$ cat config.mk
export PLATFORM = sky130hd
export DESIGN_NAME = bresenham_circle_rasterizer
export DESIGN_NICKNAME = d
export VERILOG_FILES = /design/src/hdl/brc_pkg.sv /design/src/hdl/brc_front.sv /design/src/hdl/brc_queue.sv /design/src/hdl/brc_back.sv /design/src/hdl/bresenham_circle_rasterizer.sv
export SDC_FILE = /design/constraint.sdc
export NUM_CORES = 1
export LEC_CHECK = 0
export BUFFER_PORTS_ARGS = -buffer_cell sky130_fd_sc_hd__buf_2
export CORE_ASPECT_RATIO = 0.9
export CORE_MARGIN = 2
export CORE_UTILIZATION = 45
export CTS_BUF_LIST = sky130_fd_sc_hd__clkbuf_2 sky130_fd_sc_hd__clkbuf_4 sky130_fd_sc_hd__clkbuf_8
export CTS_CLUSTER_DIAMETER = 120
export DETAILED_ROUTE_END_ITERATION = 10
export GPL_TIMING_DRIVEN = 0
export HOLD_SLACK_MARGIN = 0.05
export PLACE_DENSITY = 0.72
export REMOVE_ABC_BUFFERS = 1
export SETUP_SLACK_MARGIN = 0.1
export SYNTH_ARGS = -nofsm -noshare
export SYNTH_HDL_FRONTEND = slang
export SYNTH_HIERARCHICAL = 1
export SYNTH_SLANG_ARGS = --single-unit
$ cat constraint.sdc
create_clock -name clk -period 6.2 [get_ports clk]
set_input_delay 1.24 -clock clk [delete_from_list [all_inputs] [get_ports clk]]
set_output_delay 1.24 -clock clk [all_outputs]
set_load 0.005 [all_outputs]
$ cat src/hdl/brc_pkg.sv
// Package with the shared types and constants of the circle rasterizer.
`timescale 1ns / 1ps

package brc_pkg;

    // Coordinate width and the widths derived from it
    localparam int COORD_BITS = 10;
    localparam int OFF_BITS   = COORD_BITS + 2;
    localparam int DEC_BITS   = COORD_BITS + 6;
    localparam int PIX_BITS   = COORD_BITS + 2;

    // Command codes
    localparam logic CMD_START = 1'b0;
    localparam logic CMD_STEP  = 1'b1;

    // Eight mirrored pixels per point
    localparam int         PHASE_BITS = 3;
    localparam logic [2:0] LAST_PHASE = 3'd7;

    // Decision update constants
    localparam int DEC_INIT   = 3;
    localparam int DEC_DIAG   = 10;
    localparam int DEC_STRAIT = 6;

    // Input transaction
    typedef struct packed {
        logic                  command;
        logic [COORD_BITS-1:0] centre_x;
        logic [COORD_BITS-1:0] centre_y;
        logic [COORD_BITS-1:0] radius;
    } brc_cmd_t;

    // Output transaction
    typedef struct packed {
        logic signed [PIX_BITS-1:0] pixel_x;
        logic signed [PIX_BITS-1:0] pixel_y;
        logic                       done_res;
    } brc_pix_t;

    // One rasterized point, passed from front to back
    typedef struct packed {
        logic [COORD_BITS-1:0]      cx;
        logic [COORD_BITS-1:0]      cy;
        logic signed [OFF_BITS-1:0] x;
        logic signed [OFF_BITS-1:0] y;
        logic                       done;
    } brc_point_t;

    // Queue status
    typedef struct packed {
        logic full;
        logic empty;
    } brc_qstat_t;

endpackage

$ cat src/hdl/brc_front.sv
// Front end: accepts commands, runs the midpoint recurrence, pushes points.
`timescale 1ns / 1ps

module brc_front (
    input  logic                clk,
    input  logic                rst_n,
    input  logic                cmd_valid,
    output logic                cmd_stall,
    input  brc_pkg::brc_cmd_t   cmd,
    input  logic                q_full,
    output logic                q_push,
    output brc_pkg::brc_point_t q_data
);
    import brc_pkg::*;

    logic [COORD_BITS-1:0]      centre_col_reg, centre_col_next;
    logic [COORD_BITS-1:0]      centre_row_reg, centre_row_next;
    logic signed [OFF_BITS-1:0] offset_a_reg, offset_a_next;
    logic signed [OFF_BITS-1:0] offset_b_reg, offset_b_next;
    logic signed [DEC_BITS-1:0] decision_reg, decision_next;
    logic                       busy_reg, busy_next;

    logic                       accept;
    logic                       is_start;
    logic signed [OFF_BITS-1:0] step_a;
    logic signed [OFF_BITS-1:0] step_b;
    logic signed [DEC_BITS-1:0] step_a_ext;
    logic signed [DEC_BITS-1:0] step_b_ext;
    logic signed [DEC_BITS-1:0] step_dec;
    logic signed [DEC_BITS-1:0] radius_ext;
    logic                       step_done;

    // Stall whenever the point queue cannot take another entry
    assign cmd_stall = q_full;
    assign accept    = cmd_valid && !q_full;
    assign is_start  = (cmd.command == CMD_START);

    // Next point of the recurrence
    always_comb
    begin
        step_a     = offset_a_reg + OFF_BITS'(1);
        step_b     = offset_b_reg;
        step_a_ext = {{(DEC_BITS-OFF_BITS){step_a[OFF_BITS-1]}}, step_a};
        step_b_ext = {{(DEC_BITS-OFF_BITS){step_b[OFF_BITS-1]}}, step_b};
        if (decision_reg > 0)
        begin
            step_b     = offset_b_reg - OFF_BITS'(1);
            step_b_ext = {{(DEC_BITS-OFF_BITS){step_b[OFF_BITS-1]}}, step_b};
            step_dec   = decision_reg + ((step_a_ext - step_b_ext) <<< 2)
                         + DEC_BITS'(DEC_DIAG);
        end
        else
        begin
            step_dec = decision_reg + (step_a_ext <<< 2) + DEC_BITS'(DEC_STRAIT);
        end
        step_done = (step_a > step_b);
    end

    assign radius_ext = {{(DEC_BITS-COORD_BITS){1'b0}}, cmd.radius};

    // Update circle state on an accepted start, or an accepted step of a running circle
    always_comb
    begin
        centre_col_next = centre_col_reg;
        centre_row_next = centre_row_reg;
        offset_a_next   = offset_a_reg;
        offset_b_next   = offset_b_reg;
        decision_next   = decision_reg;
        busy_next       = busy_reg;
        if (accept)
        begin
            if (is_start)
            begin
                centre_col_next = cmd.centre_x;
                centre_row_next = cmd.centre_y;
                offset_a_next   = '0;
                offset_b_next   = {{(OFF_BITS-COORD_BITS){1'b0}}, cmd.radius};
                decision_next   = DEC_BITS'(DEC_INIT) - (radius_ext <<< 1);
                busy_next       = 1'b1;
            end
            else if (busy_reg)
            begin
                offset_a_next = step_a;
                offset_b_next = step_b;
                decision_next = step_dec;
                busy_next     = !step_done;
            end
        end
    end

    // Push a point for a start, or for a step of a running circle
    assign q_push      = accept && (is_start || busy_reg);
    assign q_data.cx   = centre_col_next;
    assign q_data.cy   = centre_row_next;
    assign q_data.x    = offset_a_next;
    assign q_data.y    = offset_b_next;
    assign q_data.done = !is_start && step_done;

    always_ff @(posedge clk or negedge rst_n)
    begin
        if (!rst_n)
        begin
            centre_col_reg <= '0;
            centre_row_reg <= '0;
            offset_a_reg   <= '0;
            offset_b_reg   <= '0;
            decision_reg   <= '0;
            busy_reg       <= 1'b0;
        end
        else
        begin
            centre_col_reg <= centre_col_next;
            centre_row_reg <= centre_row_next;
            offset_a_reg   <= offset_a_next;
            offset_b_reg   <= offset_b_next;
            decision_reg   <= decision_next;
            busy_reg       <= busy_next;
        end
    end

endmodule

$ cat src/hdl/brc_queue.sv
// Two-entry point queue between front and back.
`timescale 1ns / 1ps

module brc_queue (
    input  logic                clk,
    input  logic                rst_n,
    input  logic                push,
    input  brc_pkg::brc_point_t push_data,
    input  logic                pop,
    output brc_pkg::brc_point_t pop_data,
    output brc_pkg::brc_qstat_t stat
);
    import brc_pkg::*;

    brc_point_t entry_reg [2];
    logic       wr_ptr_reg, wr_ptr_next;
    logic       rd_ptr_reg, rd_ptr_next;
    logic [1:0] count_reg, count_next;

    assign stat.full  = (count_reg == 2'd2);
    assign stat.empty = (count_reg == 2'd0);
    assign pop_data   = entry_reg[rd_ptr_reg];

    // Advance pointers and occupancy
    always_comb
    begin
        wr_ptr_next = push ? !wr_ptr_reg : wr_ptr_reg;
        rd_ptr_next = pop ? !rd_ptr_reg : rd_ptr_reg;
        count_next  = count_reg;
        if (push && !pop)
        begin
            count_next = count_reg + 2'd1;
        end
        else if (pop && !push)
        begin
            count_next = count_reg - 2'd1;
        end
    end

    always_ff @(posedge clk or negedge rst_n)
    begin
        if (!rst_n)
        begin
            wr_ptr_reg <= 1'b0;
            rd_ptr_reg <= 1'b0;
            count_reg  <= 2'd0;
        end
        else
        begin
            wr_ptr_reg <= wr_ptr_next;
            rd_ptr_reg <= rd_ptr_next;
            count_reg  <= count_next;
        end
    end

    // Store entries; payload needs no reset
    always_ff @(posedge clk)
    begin
        if (push)
        begin
            entry_reg[wr_ptr_reg] <= push_data;
        end
    end

endmodule

$ cat src/hdl/brc_back.sv
// Back end: expands each point into its eight mirrored pixels.
`timescale 1ns / 1ps

module brc_back (
    input  logic                clk,
    input  logic                rst_n,
    input  logic                pt_valid,
    input  brc_pkg::brc_point_t pt,
    output logic                pop,
    output logic                pix_valid,
    input  logic                pix_stall,
    output brc_pkg::brc_pix_t   pix
);
    import brc_pkg::*;

    brc_point_t            cur_reg, cur_next;
    logic                  cur_valid_reg, cur_valid_next;
    logic [PHASE_BITS-1:0] phase_reg, phase_next;
    brc_pix_t              out_reg, out_next;
    logic                  out_valid_reg, out_valid_next;

    logic                       slot_free;
    logic                       emit;
    logic                       last;
    logic signed [PIX_BITS-1:0] cx_ext;
    logic signed [PIX_BITS-1:0] cy_ext;
    logic signed [PIX_BITS-1:0] dx;
    logic signed [PIX_BITS-1:0] dy;

    assign slot_free = !out_valid_reg || !pix_stall;
    assign emit      = cur_valid_reg && slot_free;
    assign last      = emit && (phase_reg == LAST_PHASE);
    assign pop       = pt_valid && (!cur_valid_reg || last);

    // Select offsets and signs for the current octant
    always_comb
    begin
        cx_ext = {{(PIX_BITS-COORD_BITS){1'b0}}, cur_reg.cx};
        cy_ext = {{(PIX_BITS-COORD_BITS){1'b0}}, cur_reg.cy};
        dx     = phase_reg[2] ? PIX_BITS'(cur_reg.y) : PIX_BITS'(cur_reg.x);
        dy     = phase_reg[2] ? PIX_BITS'(cur_reg.x) : PIX_BITS'(cur_reg.y);
        out_next          = out_reg;
        out_next.pixel_x  = phase_reg[0] ? (cx_ext - dx) : (cx_ext + dx);
        out_next.pixel_y  = phase_reg[1] ? (cy_ext - dy) : (cy_ext + dy);
        out_next.done_res = cur_reg.done && (phase_reg == LAST_PHASE);
    end

    // Sequence points and the output register
    always_comb
    begin
        cur_next       = pop ? pt : cur_reg;
        cur_valid_next = cur_valid_reg;
        phase_next     = phase_reg;
        if (pop)
        begin
            cur_valid_next = 1'b1;
            phase_next     = '0;
        end
        else if (last)
        begin
            cur_valid_next = 1'b0;
        end
        else if (emit)
        begin
            phase_next = phase_reg + PHASE_BITS'(1);
        end
        out_valid_next = out_valid_reg;
        if (emit)
        begin
            out_valid_next = 1'b1;
        end
        else if (!pix_stall)
        begin
            out_valid_next = 1'b0;
        end
    end

    always_ff @(posedge clk or negedge rst_n)
    begin
        if (!rst_n)
        begin
            cur_valid_reg <= 1'b0;
            phase_reg     <= '0;
            out_valid_reg <= 1'b0;
        end
        else
        begin
            cur_valid_reg <= cur_valid_next;
            phase_reg     <= phase_next;
            out_valid_reg <= out_valid_next;
        end
    end

    // Payload registers
    always_ff @(posedge clk)
    begin
        cur_reg <= cur_next;
        if (emit)
        begin
            out_reg <= out_next;
        end
    end

    assign pix_valid = out_valid_reg;
    assign pix       = out_reg;

endmodule

$ cat src/hdl/bresenham_circle_rasterizer.sv
// Top level of the midpoint circle rasterizer.
//
// Command channel (cmd_valid / cmd_stall / cmd): a start transaction loads
// centre and radius and yields the eight pixels of the first point; a step
// transaction advances one point and yields eight pixels. A step while no
// circle runs is consumed and yields nothing.
// Pixel channel (pix_valid / pix_stall / pix): one pixel per transaction,
// done_res set on the final pixel of a circle.
// A point passes through a queue entry and the current-point register of
// the back end before its first pixel reaches the output register.
// Throughput is set by the single pixel output register of the back end,
// which passes the eight pixels of each point in turn; the front runs ahead
// by up to three points (two queue entries plus the one being expanded).
// When the receiver stalls, the output holds its pixel, the back end stops,
// the queue fills and then cmd_stall rises.
// Reset (rst_n low, asynchronous) drops any circle and empties the queue.
`timescale 1ns / 1ps

module bresenham_circle_rasterizer (
    input  logic              clk,
    input  logic              rst_n,
    input  logic              cmd_valid,
    output logic              cmd_stall,
    input  brc_pkg::brc_cmd_t cmd,
    output logic              pix_valid,
    input  logic              pix_stall,
    output brc_pkg::brc_pix_t pix
);
    import brc_pkg::*;

    logic       q_push;
    logic       q_pop;
    brc_point_t q_in;
    brc_point_t q_out;
    brc_qstat_t q_stat;

    brc_front u_front (
        .clk       (clk),
        .rst_n     (rst_n),
        .cmd_valid (cmd_valid),
        .cmd_stall (cmd_stall),
        .cmd       (cmd),
        .q_full    (q_stat.full),
        .q_push    (q_push),
        .q_data    (q_in)
    );

    brc_queue u_queue (
        .clk       (clk),
        .rst_n     (rst_n),
        .push      (q_push),
        .push_data (q_in),
        .pop       (q_pop),
        .pop_data  (q_out),
        .stat      (q_stat)
    );

    brc_back u_back (
        .clk       (clk),
        .rst_n     (rst_n),
        .pt_valid  (!q_stat.empty),
        .pt        (q_out),
        .pop       (q_pop),
        .pix_valid (pix_valid),
        .pix_stall (pix_stall),
        .pix       (pix)
    );

    // Never write into a full queue
    assert property (@(posedge clk) disable iff (!rst_n) !(q_push && q_stat.full))
        else $error("point queue overflow");

    // Never read from an empty queue
    assert property (@(posedge clk) disable iff (!rst_n) !(q_pop && q_stat.empty))
        else $error("point queue underflow");

    // A filled queue with a free output keeps pixels flowing
    assert property (@(posedge clk) disable iff (!rst_n)
        (q_stat.full && !pix_stall) |=> pix_valid)
        else $error("back end idle while points are waiting");

endmodule

==> reports/qor.csv, run 1 <==
metric,value,unit
critical_path_class,flip-flop to flip-flop,
rows,60,
grt_remaining_overflow,0,
area_growth,12.5,%
reg2reg_depth,18,
r2r_start,u_front/offset_a_reg[0],
largest_reg_flops,90,
grt_start_max_net_pins,58,
cts_root_buf,clkbuf_8,
maxCapViolations,0,
cp-start-kind,flip-flop,
syn_area,13500,um2
io_buffers,61,
rsz0062_at_grt,false,
first_pass_iters,5,
post_drt_wl_per_cell,17.0,um
synthTopCellsByCount,"edfxtp_1, nand2_1, ha_1",
period_share,0.818,
die-area,31500,um2
tns,0,ns
cts_buffer_depth,3,
core_area,29700,um2
place_area,14300,um2
power,8.81,mW
design_area,15200,um2
instances_no_fill,1688,
diodes,0,
finClkSkew,0.0232,ns
r2r_end,u_front/decision_reg[15],
drtAntennaViolNets,0,
initial_core_util,0.455,
dp_cells,1616,
clkSlewWorstSetupHoldPaths,0.06,ns
maxSlewHeadroom,0.195,
p_comb_frac,0.512,
synth-seq-cells,230,
async_flop_share,0.304,
startpoint,u_front/offset_a_reg[0],
place_worst_setup_slack,0.989,ns
p_leak,6.26,nW
synth-edff-count,160,
powerDensity,579,nW/um2
drt_iter0_drc,592,
ys_types,78,
place_congestion,0.883,
ys_dominant_reg_cell,edfxtp_1,
swShare,0.391,
holdBufCountCts,0,
clock_sinks,230,
synth_seq_area_share,0.485,
hold_viol,0,
r2r_setup_slack,1.13,ns
whs,0.483,ns
cts_tree,built,
synth_top_area_cell,edfxtp_1,
netlist_instances,1186,
tightestPinTransition,1.21,ns
hpwl,20500,um
avgSynthCellArea,11.4,um2
required,6.66,ns
dr_wl_met2,13600,um
grtUsageTotal,0.185,
routed_via_density,5.41,
drc,0,
top_layer,met4,
clock_latency,0.55,ns
utilization,0.512,
hold_class,flip-flop to flip-flop,
postCtsSetupBuffers,0,
vias,9136,
seqPwrFrac,0.311,
setup_viol,0,
antenna_found_initial,0,
htree_levels,2,
p_int,5.36,mW
end_kind,flip-flop,
setup_slack,1.13,ns
endpoint,u_front/decision_reg[15],
status,"finished, final reports clean",
cts-buffers-inserted,39,
met1_length,13100,um
pwr-share-clk,0.176,
drive_above_1_share,0.168,
ys_top_cells_by_area,"edfxtp_1, dfrtp_1, ha_1, mux2_4, xor2_1",
period_needed,5.07,ns
drt_wl_total,28800,um
crit_arrival,5.53,ns
yosys_warnings,6,
crit_path_max_fanout,8,
grt_pass1_vias,9075,
p_sw,3.45,mW
ios,62,
die_w,187,um
yosysTopAreaCellShare,0.355,
fmax,197,MHz
vdd_ir_drop_max,0.777,mV
grt_pass1_wl,46900,um
cts-resized-gates,0,
synth_most_common_cell,edfxtp_1,
wl_met3,1380,um
slew_violations,0,
fin_nets,1403,
die-height,169,um
-- cell type report --
| class | instances | area [um2] |
|---|---|---|
| timing repair buffer | 70 | 508 |
| sequential | 230 | 6560 |
| fill | 2626 | 14500 |
| inverter | 34 | 128 |
| clock inverter | 18 | 223 |
| multi-input combinational | 879 | 6620 |
| clock buffer | 54 | 687 |
| tap | 403 | 504 |
-- cell families after synthesis --
kind of cell,after synthesis,share of synthesized area
mux,75,0.0706
xor+xnor,115,0.0744
simple gates,341,0.122
flops,230,0.485
compound gates,234,0.111
fa+ha+maj,114,0.108
buf+inv,77,0.0298
-- worst min path at each step --
stage / slack [ns] / end / from / depth (start not counted)
2_1_floorplan: 0.44 / u_front/decision_reg[0] / u_front/decision_reg[0] / 1
5_1_grt: 0.50 / u_front/decision_reg[0] / u_front/decision_reg[0] / 1
3_3_place_gp: 0.46 / u_front/decision_reg[0] / u_front/decision_reg[0] / 1
4_1_cts: 0.49 / u_back/pix_valid / u_back/cur_valid_reg / 1
3_5_place_dp: 0.46 / u_front/decision_reg[0] / u_front/decision_reg[0] / 1
6_report: 0.48 / u_back/pix_valid / u_back/cur_valid_reg / 1
-- power groups by stage --
| stage | clock network (mW) | logic, mW | registers, mW |
|---|---|---|---|
| floorplan | 0 | 3.43 | 2.71 |
| global placement | 0 | 4.25 | 2.81 |
| detailed placement | 0 | 4.49 | 2.78 |
| CTS | 1.60 | 4.52 | 2.75 |
| global route | 1.66 | 5.06 | 2.81 |
| finish | 1.55 | 4.51 | 2.75 |
-- per-layer routing --
layer / track usage / up-vias
li1: - / 4470
met1: 0.247 / 4358
met2: 0.312 / 258
met3: 0.0301 / 50
met4: 0.0566 / 0
met5: 0 / -
-- cell usage in the layout (no fill, tap or decap), types with 7 or more instances in the layout --
master,n
nor3_1,20
nand2_1,132
o22ai_1,8
a21o_1,10
xor2_1,58
clkbuf_8,45
nor2b_1,9
o31ai_1,7
nand3_1,25
o21a_1,14
clkbuf_4,9
nor2_1,72
nor4_1,8
clkinv_1,7
nand2b_1,24
xnor2_1,57
o211ai_1,8
mux2_4,39
inv_1,33
buf_2,60
a21oi_1,59
a31oi_1,8
a211oi_1,12
dfrtp_1,68
mux2i_1,28
o21ai_0,60
edfxtp_1,160
mux2_2,8
ha_1,109
-- critical path, stage by stage, from the launching register on --
cell and delay, ns:
dfrtp_1 0.55, ha_1 0.28, nand3_1 0.15, nor2_1 0.29
nand3_1 0.23, xnor2_1 0.44, ha_1 0.29, or3_1 0.12
o21ai_0 0.07, a21oi_1 0.28, xor2_1 0.29, ha_1 0.29
ha_1 0.35, nand3_1 0.11, o311ai_0 0.54, nand3_1 0.18
a21oi_1 0.16, and3b_1 0.20, o22ai_1 0.16
No activity file was read; power rests on OpenSTA's default activity.
==> run 2, diff against run 1 <==
--- a/config.mk
+++ b/config.mk
@@ -5,6 +5,7 @@
 export SDC_FILE = /design/constraint.sdc
 export NUM_CORES = 1
 export LEC_CHECK = 0
+export ABC_AREA = 1
 export BUFFER_PORTS_ARGS = -buffer_cell sky130_fd_sc_hd__buf_2
 export CORE_ASPECT_RATIO = 0.9
 export CORE_MARGIN = 2
@@ -14,7 +15,7 @@
 export DETAILED_ROUTE_END_ITERATION = 10
 export GPL_TIMING_DRIVEN = 0
 export HOLD_SLACK_MARGIN = 0.05
-export PLACE_DENSITY = 0.72
+export PLACE_DENSITY = 0.75
 export REMOVE_ABC_BUFFERS = 1
 export SETUP_SLACK_MARGIN = 0.1
 export SYNTH_ARGS = -nofsm -noshare
==> constraint.sdc (replaced) <==
create_clock -name clk -period 4.6 [get_ports clk]
set_input_delay 0.92 -clock clk [delete_from_list [all_inputs] [get_ports clk]]
set_output_delay 0.92 -clock clk [all_outputs]
set_load 0.005 [all_outputs]
==> run 2 against run 1 <==
  * Routed wire length increased by 10%
  * Non-clock buffer count increased by 2
  * Final cell count increased by 16%
  * Critical path type unchanged
  * First-iteration DRC count increased by 47%
  * Register-to-register slack got worse by 0.74 ns
==> reports/qor.csv, run 2 <==
metric,value,unit
cts-buffers-inserted,39,
vias,10300,
path_buf_inv,1,
synthAdderAreaFrac,0.105,
finClkSkew,0.0358,ns
end_kind,flip-flop,
period_needed,4.21,ns
yosysTopAreaCellShare,0.346,
tns,0,ns
fillerInstances,2653,
antenna_found_initial,0,
clock_latency,0.54,ns
drt_wl_total,31700,um
fin_nets,1669,
hold_class,input pin to asynchronous set/reset pin,
period_share,0.915,
dp_cells,1876,
rows,60,
async_flop_share,0.304,
synth-seq-cells,230,
die-height,171,um
synth_most_common_cell,nand2_1,
routed_via_density,5.25,
grt_pass1_wl,50200,um
final_cell_mix,"nand2_1, edfxtp_1, inv_1",
hpwl,22500,um
synthMuxAreaShare,0.0471,
crit_path_max_fanout,5,
cts_tree,built,
cts_root_buf,clkbuf_8,
synth_top_area_cell,edfxtp_1,
status,"finished, final reports clean",
critical_path_class,flip-flop to flip-flop,
utilization,0.518,
ys_top_cells_by_area,"edfxtp_1, dfrtp_1, ha_1, nand2_1, mux2_4",
synth_seq_area_share,0.472,
diodes,0,
crit_path_cell_trace,inv_1 -> ha_2 -> nand4_1 -> nor3_2 -> nand3_1 -> xor2_2 -> ha_4 -> nand2_1 -> nor2_2 -> nand3_1 -> o2111ai_2 -> xor2_1 -> ha_1 -> ha_2 -> nand2_1 -> nor2_2 -> nand2_1 -> o21ai_0 -> nand3_1 -> nand3_1 -> nand2_1 -> nand2_1 -> a21oi_2,
io_buffers,61,
die-area,32300,um2
drtAntennaViolNets,0,
synthTopCellsByCount,"nand2_1, edfxtp_1, inv_1",
slew_violations,0,
grt_pass1_vias,10000,
cp-start-kind,flip-flop,
maxCapViolations,0,
drive_above_1_share,0.182,
rsz0062_at_grt,false,
yosys_warnings,6,
syn_area,13900,um2
post_drt_wl_per_cell,16.2,um
place_congestion,0.965,
crit_family,simple AND/OR/NAND/NOR gates,
netlist_instances,1439,
grt_remaining_overflow,0,
instances_no_fill,1954,
synth_top_family_by_area,simple AND/OR/NAND/NOR gates,
synth-edff-count,160,
htree_levels,2,
drt_iter0_drc,870,
crit_arrival,4.63,ns
tightestPinTransition,1.31,ns
drc,0,
fmax,238,MHz
ys_types,54,
initial_core_util,0.461,
area_growth,12.5,%
cp_common_cell,nand2_1,
die_w,189,um
ios,62,
synth_xor_area_frac,0.0518,
maxSlewHeadroom,0.124,
yosys.area_share.simple,0.181,
synth_compound_area_frac,0.0813,
first_pass_iters,7,
hold_viol,0,
setup_viol,0,
avgSynthCellArea,9.64,um2
clkSlewWorstSetupHoldPaths,0.06,ns
layout_commonest_cell,nand2_1,
ys_dominant_reg_cell,edfxtp_1,
slowest_stage,dfrtp_2,
largest_reg_flops,90,
required,5.02,ns
grt_start_max_net_pins,61,
clock_sinks,230,
grtUsageTotal,0.194,
cts_buffer_depth,3,
core_area,30100,um2
slowest_delay,0.44,ns
-- run 2: cell count changes in the layout (fill, tap and decap cells not counted), moves of 14 or more --
cell,before,now
inv_2,0,16
xnor2_1,57,30
mux2i_1,28,0
nand3_1,25,65
nand2_2,1,17
inv_1,33,136
o21ai_1,4,25
nand2_1,132,349
nand2b_1,24,1
nor2_1,72,86
-- run 2: repair_timing --
item                                    4_1_cts  5_1_grt
gates resized for setup                       3       31
setup buffers                                 0        6
pin swaps                                     0        6
hold buffers                                  0        0
endpoints found under the setup margin        2        4
-- run 2: area by class of cell --
class / instances / area [um2] / area share
Clock inverter: 13 / 123 / 0.00786
Tap cell: 403 / 504 / 0.0323
Inverter: 152 / 571 / 0.0366
Timing Repair Buffer: 72 / 455 / 0.0292
Multi-Input combinational cell: 1025 / 6660 / 0.427
Sequential cell: 230 / 6560 / 0.421
Clock buffer: 59 / 731 / 0.0468
-- run 2: kinds of logic after synthesis --
group,after synthesis
XOR/XNOR,82
adder cells (fa/ha/maj),114
AND/OR/NAND/NOR,582
AO/OA/AOI/OAI,202
multiplexers,45
flip-flops,230
buffers and inverters,184
-- run 2: metrics by stage --
stage,setup slack [ns],hold WS [ns],cell area [um2]
6_report,0.393,0.243,15600
5_1_grt,0.0865,0.228,15600
4_1_cts,0.179,0.215,15400
3_5_place_dp,0.00823,0.458,14500
3_3_place_gp,-1.93,0.448,14400
2_1_floorplan,0.149,0.433,13600
-- run 2: final timing paths --
| kind | startpoint | endpoint | slack, ns | cells after the start |
|---|---|---|---|---|
| worst max-delay path | u_front/offset_b_reg[0] | u_front/decision_reg[15] | 0.39 | 23 |
| worst min-delay path | rst_n | u_front/centre_row_reg[4] | 0.24 | 1 |
| worst max register to register | u_front/offset_b_reg[0] | u_front/decision_reg[15] | 0.39 | 23 |
| worst min register to register | u_front/decision_reg[0] | u_front/decision_reg[0] | 0.48 | 1 |
| max in group asynchronous | rst_n | u_front/offset_a_reg[0] | 3.74 | 2 |
| min in group clk | u_front/decision_reg[0] | u_front/decision_reg[0] | 0.48 | 1 |
-- run 2: per-layer routing --
metal	up-vias	GRT usage	wire, um
met5	-	0	0
met4	0	0.0707	887
met3	74	0.0304	1740
met2	303	0.331	15200
met1	4862	0.252	13900
li1	5019	-	-
-- run 2: worst reg2reg max path, stage by stage (launching register included) --
cell	delay (ns)
dfrtp_2	0.44
inv_1	0.13
ha_2	0.24
nand4_1	0.17
nor3_2	0.28
nand3_1	0.16
xor2_2	0.19
ha_4	0.30
nand2_1	0.10
nor2_2	0.11
nand3_1	0.11
o2111ai_2	0.14
xor2_1	0.19
ha_1	0.27
ha_2	0.39
nand2_1	0.08
nor2_2	0.12
nand2_1	0.10
o21ai_0	0.24
nand3_1	0.11
nand3_1	0.08
nand2_1	0.06
nand2_1	0.07
a21oi_2	0.05
Power of run 2 is left out: the tool's default activity adds up to more than one toggle a clock period on the data nets, which glitch-free logic cannot reach.
==> run 3, diff against run 2 <==
--- a/config.mk
+++ b/config.mk
@@ -9,13 +9,13 @@
 export BUFFER_PORTS_ARGS = -buffer_cell sky130_fd_sc_hd__buf_2
 export CORE_ASPECT_RATIO = 0.9
 export CORE_MARGIN = 2
-export CORE_UTILIZATION = 45
-export CTS_BUF_LIST = sky130_fd_sc_hd__clkbuf_2 sky130_fd_sc_hd__clkbuf_4 sky130_fd_sc_hd__clkbuf_8
+export CORE_UTILIZATION = 30
+export CTS_BUF_LIST = sky130_fd_sc_hd__clkbuf_4
 export CTS_CLUSTER_DIAMETER = 120
 export DETAILED_ROUTE_END_ITERATION = 10
 export GPL_TIMING_DRIVEN = 0
 export HOLD_SLACK_MARGIN = 0.05
-export PLACE_DENSITY = 0.75
+export PLACE_DENSITY = 0.57
 export REMOVE_ABC_BUFFERS = 1
 export SETUP_SLACK_MARGIN = 0.1
 export SYNTH_ARGS = -nofsm -noshare
==> run 3 against run 2 <==
  * Die area rose by 49%
  * Core utilization fell by 17 points
  * Worst setup slack improved by 0.026 ns
  * Sequential cell count did not move
  * Final area rose by 1.4%
  * First-iteration DRC count fell by 28%
  * Clock skew rose by 0.032 ns
  * Clock-buffer cell count rose by 39
  * Sequential share of layout area fell by 0.58 points
  * Global-route usage fell by 6.1 points
  * Register-to-register slack improved by 0.03 ns
  * Largest cell class unchanged
  * Via count fell by 1.1%
==> reports/qor.csv, run 3 (synthesis gave the netlist of run 2 again) <==
metric,value,unit
status,"finished, final reports clean",
routed_via_density,4.60,
slowest_stage,dfrtp_2,
grt_start_max_net_pins,59,
r2r_setup_slack,0.42,ns
crit_family,simple AND/OR/NAND/NOR gates,
maxCapViolations,0,
drive_above_1_share,0.192,
grt_pass1_wl,51200,um
ios,62,
cts_tree,built,
hpwl,23300,um
layout_commonest_cell,nand2_1,
crit_path_cell_trace,ha_1 -> nand2_1 -> nor2_4 -> nand4_1 -> nand2_1 -> inv_1 -> ha_1 -> nand2_1 -> inv_1 -> a21oi_1 -> nand2_1 -> a21oi_1 -> xor2_1 -> ha_1 -> ha_1 -> a21o_1 -> nor2_1 -> nand3_1 -> xnor2_1 -> o21ai_0 -> nand2_1 -> a21oi_1,
clock_sinks,230,
clkSlewWorstSetupHoldPaths,0.06,ns
htree_levels,3,
grt_pass1_vias,10100,
cts-buffers-inserted,66,
post_drt_wl_per_cell,14.4,um
hold_class,flip-flop to flip-flop,
rsz0062_at_grt,false,
slew_violations,0,
grt_remaining_overflow,0,
grtUsageTotal,0.134,
drt_wl_total,31800,um
drtAntennaViolNets,0,
min_path_cells,2,
core_area,45600,um2
path_buf_inv,2,
final_cell_mix,"nand2_1, edfxtp_1, inv_1",
drc,0,
fin_nets,1694,
fmax,239,MHz
slowest_delay,0.38,ns
largest_reg_flops,90,
period_share,0.909,
min_from,u_back/cur_valid_reg,
drt_iter0_drc,626,
first_pass_iters,5,
initial_core_util,0.305,
die_w,231,um
r2r_start,u_front/offset_a_reg[0],
cts_buffer_depth,3,
end_kind,flip-flop,
cp_common_cell,nand2_1,
place_congestion,0.898,
maxSlewHeadroom,0.112,
hold_viol,0,
die-area,48000,um2
finClkSkew,0.0682,ns
period_needed,4.18,ns
crit_path_max_fanout,5,
reg2reg_depth,22,
setup_viol,0,
io_buffers,61,
rows,74,
utilization,0.347,
r2r_end,u_front/decision_reg[13],
cts_root_buf,clkbuf_4,
critical_path_class,flip-flop to flip-flop,
required,5.15,ns
startpoint,u_front/offset_a_reg[0],
hold_end,u_back/pix_valid,
vias,10100,
antenna_found_initial,1,
cp-start-kind,flip-flop,
area_growth,14.0,%
clock_latency,0.69,ns
die-height,208,um
crit_arrival,4.73,ns
tightestPinTransition,1.33,ns
## run 3: cell types whose count changed in the layout (fill, tap and decap cells not counted), sizes merged
cell         before  now
clkbuf           59   98
clkinv            7   15
buf              72   69
bufinv            2    1
clkinvlp          3    2
diode             0    1
dlygate4sd3       0    1
## run 3: area by class of cell
cell class	instances	area [um2]
multi-input cells	1025	6610
inverters	152	571
repair buffers	70	463
well taps	608	761
clock inverters	19	116
diodes	1	2.50
clock buffers	98	736
fillers	4698	29700
flip-flops and latches	230	6560
## run 3: timing repair
item                                   in CTS  in global routing
hold buffers                                1                  0
setup buffers                               0                  2
endpoints found under the hold margin       1                  0
pin swaps                                   0                  4
gates resized for setup                     4                 19
setup endpoints to repair                   2                  6
## run 3: how the worst max path moves through the flow
stage	endpoint	slack (ns)	depth (start not counted)
6_report	u_front/decision_reg[13]	0.42	22
5_1_grt	u_front/decision_reg[15]	0.11	25
4_1_cts	u_front/decision_reg[15]	0.14	24
3_5_place_dp	u_front/decision_reg[15]	0.04	24
3_3_place_gp	u_queue/entry_reg[0][34]	-1.99	7
2_1_floorplan	u_queue/entry_reg[0][0]	0.15	6
## run 3: metal layers
| metal | global-route usage | wire [um] | vias to the layer above |
|---|---|---|---|
| met2 | 0.217 | 14600 | 233 |
| met5 | 0 | 0 | - |
| met3 | 0.0289 | 1550 | 62 |
| li1 | - | - | 5133 |
| met4 | 0.0514 | 757 | 0 |
| met1 | 0.174 | 14900 | 4716 |
## run 3: metrics by stage
step	setup slack [ns]	hold WS [ns]	area [um2]	std cells	TNS (ns)
CTS	0.136	0.415	15700	2200	0
detailed placement	0.0354	0.457	14800	2082	0
global route	0.111	0.430	15800	2203	0
global placement	-1.99	0.449	14700	2076	-114.16
finish	0.419	0.467	15800	2203	0
floorplan	0.149	0.433	13600	1407	0
## run 3: worst min-delay path: stages (launching register included)
cell and delay, ns:
dfrtp_1 0.32, inv_1 0.06, nand2_1 0.06
Power of run 3 is left out for the same reason.
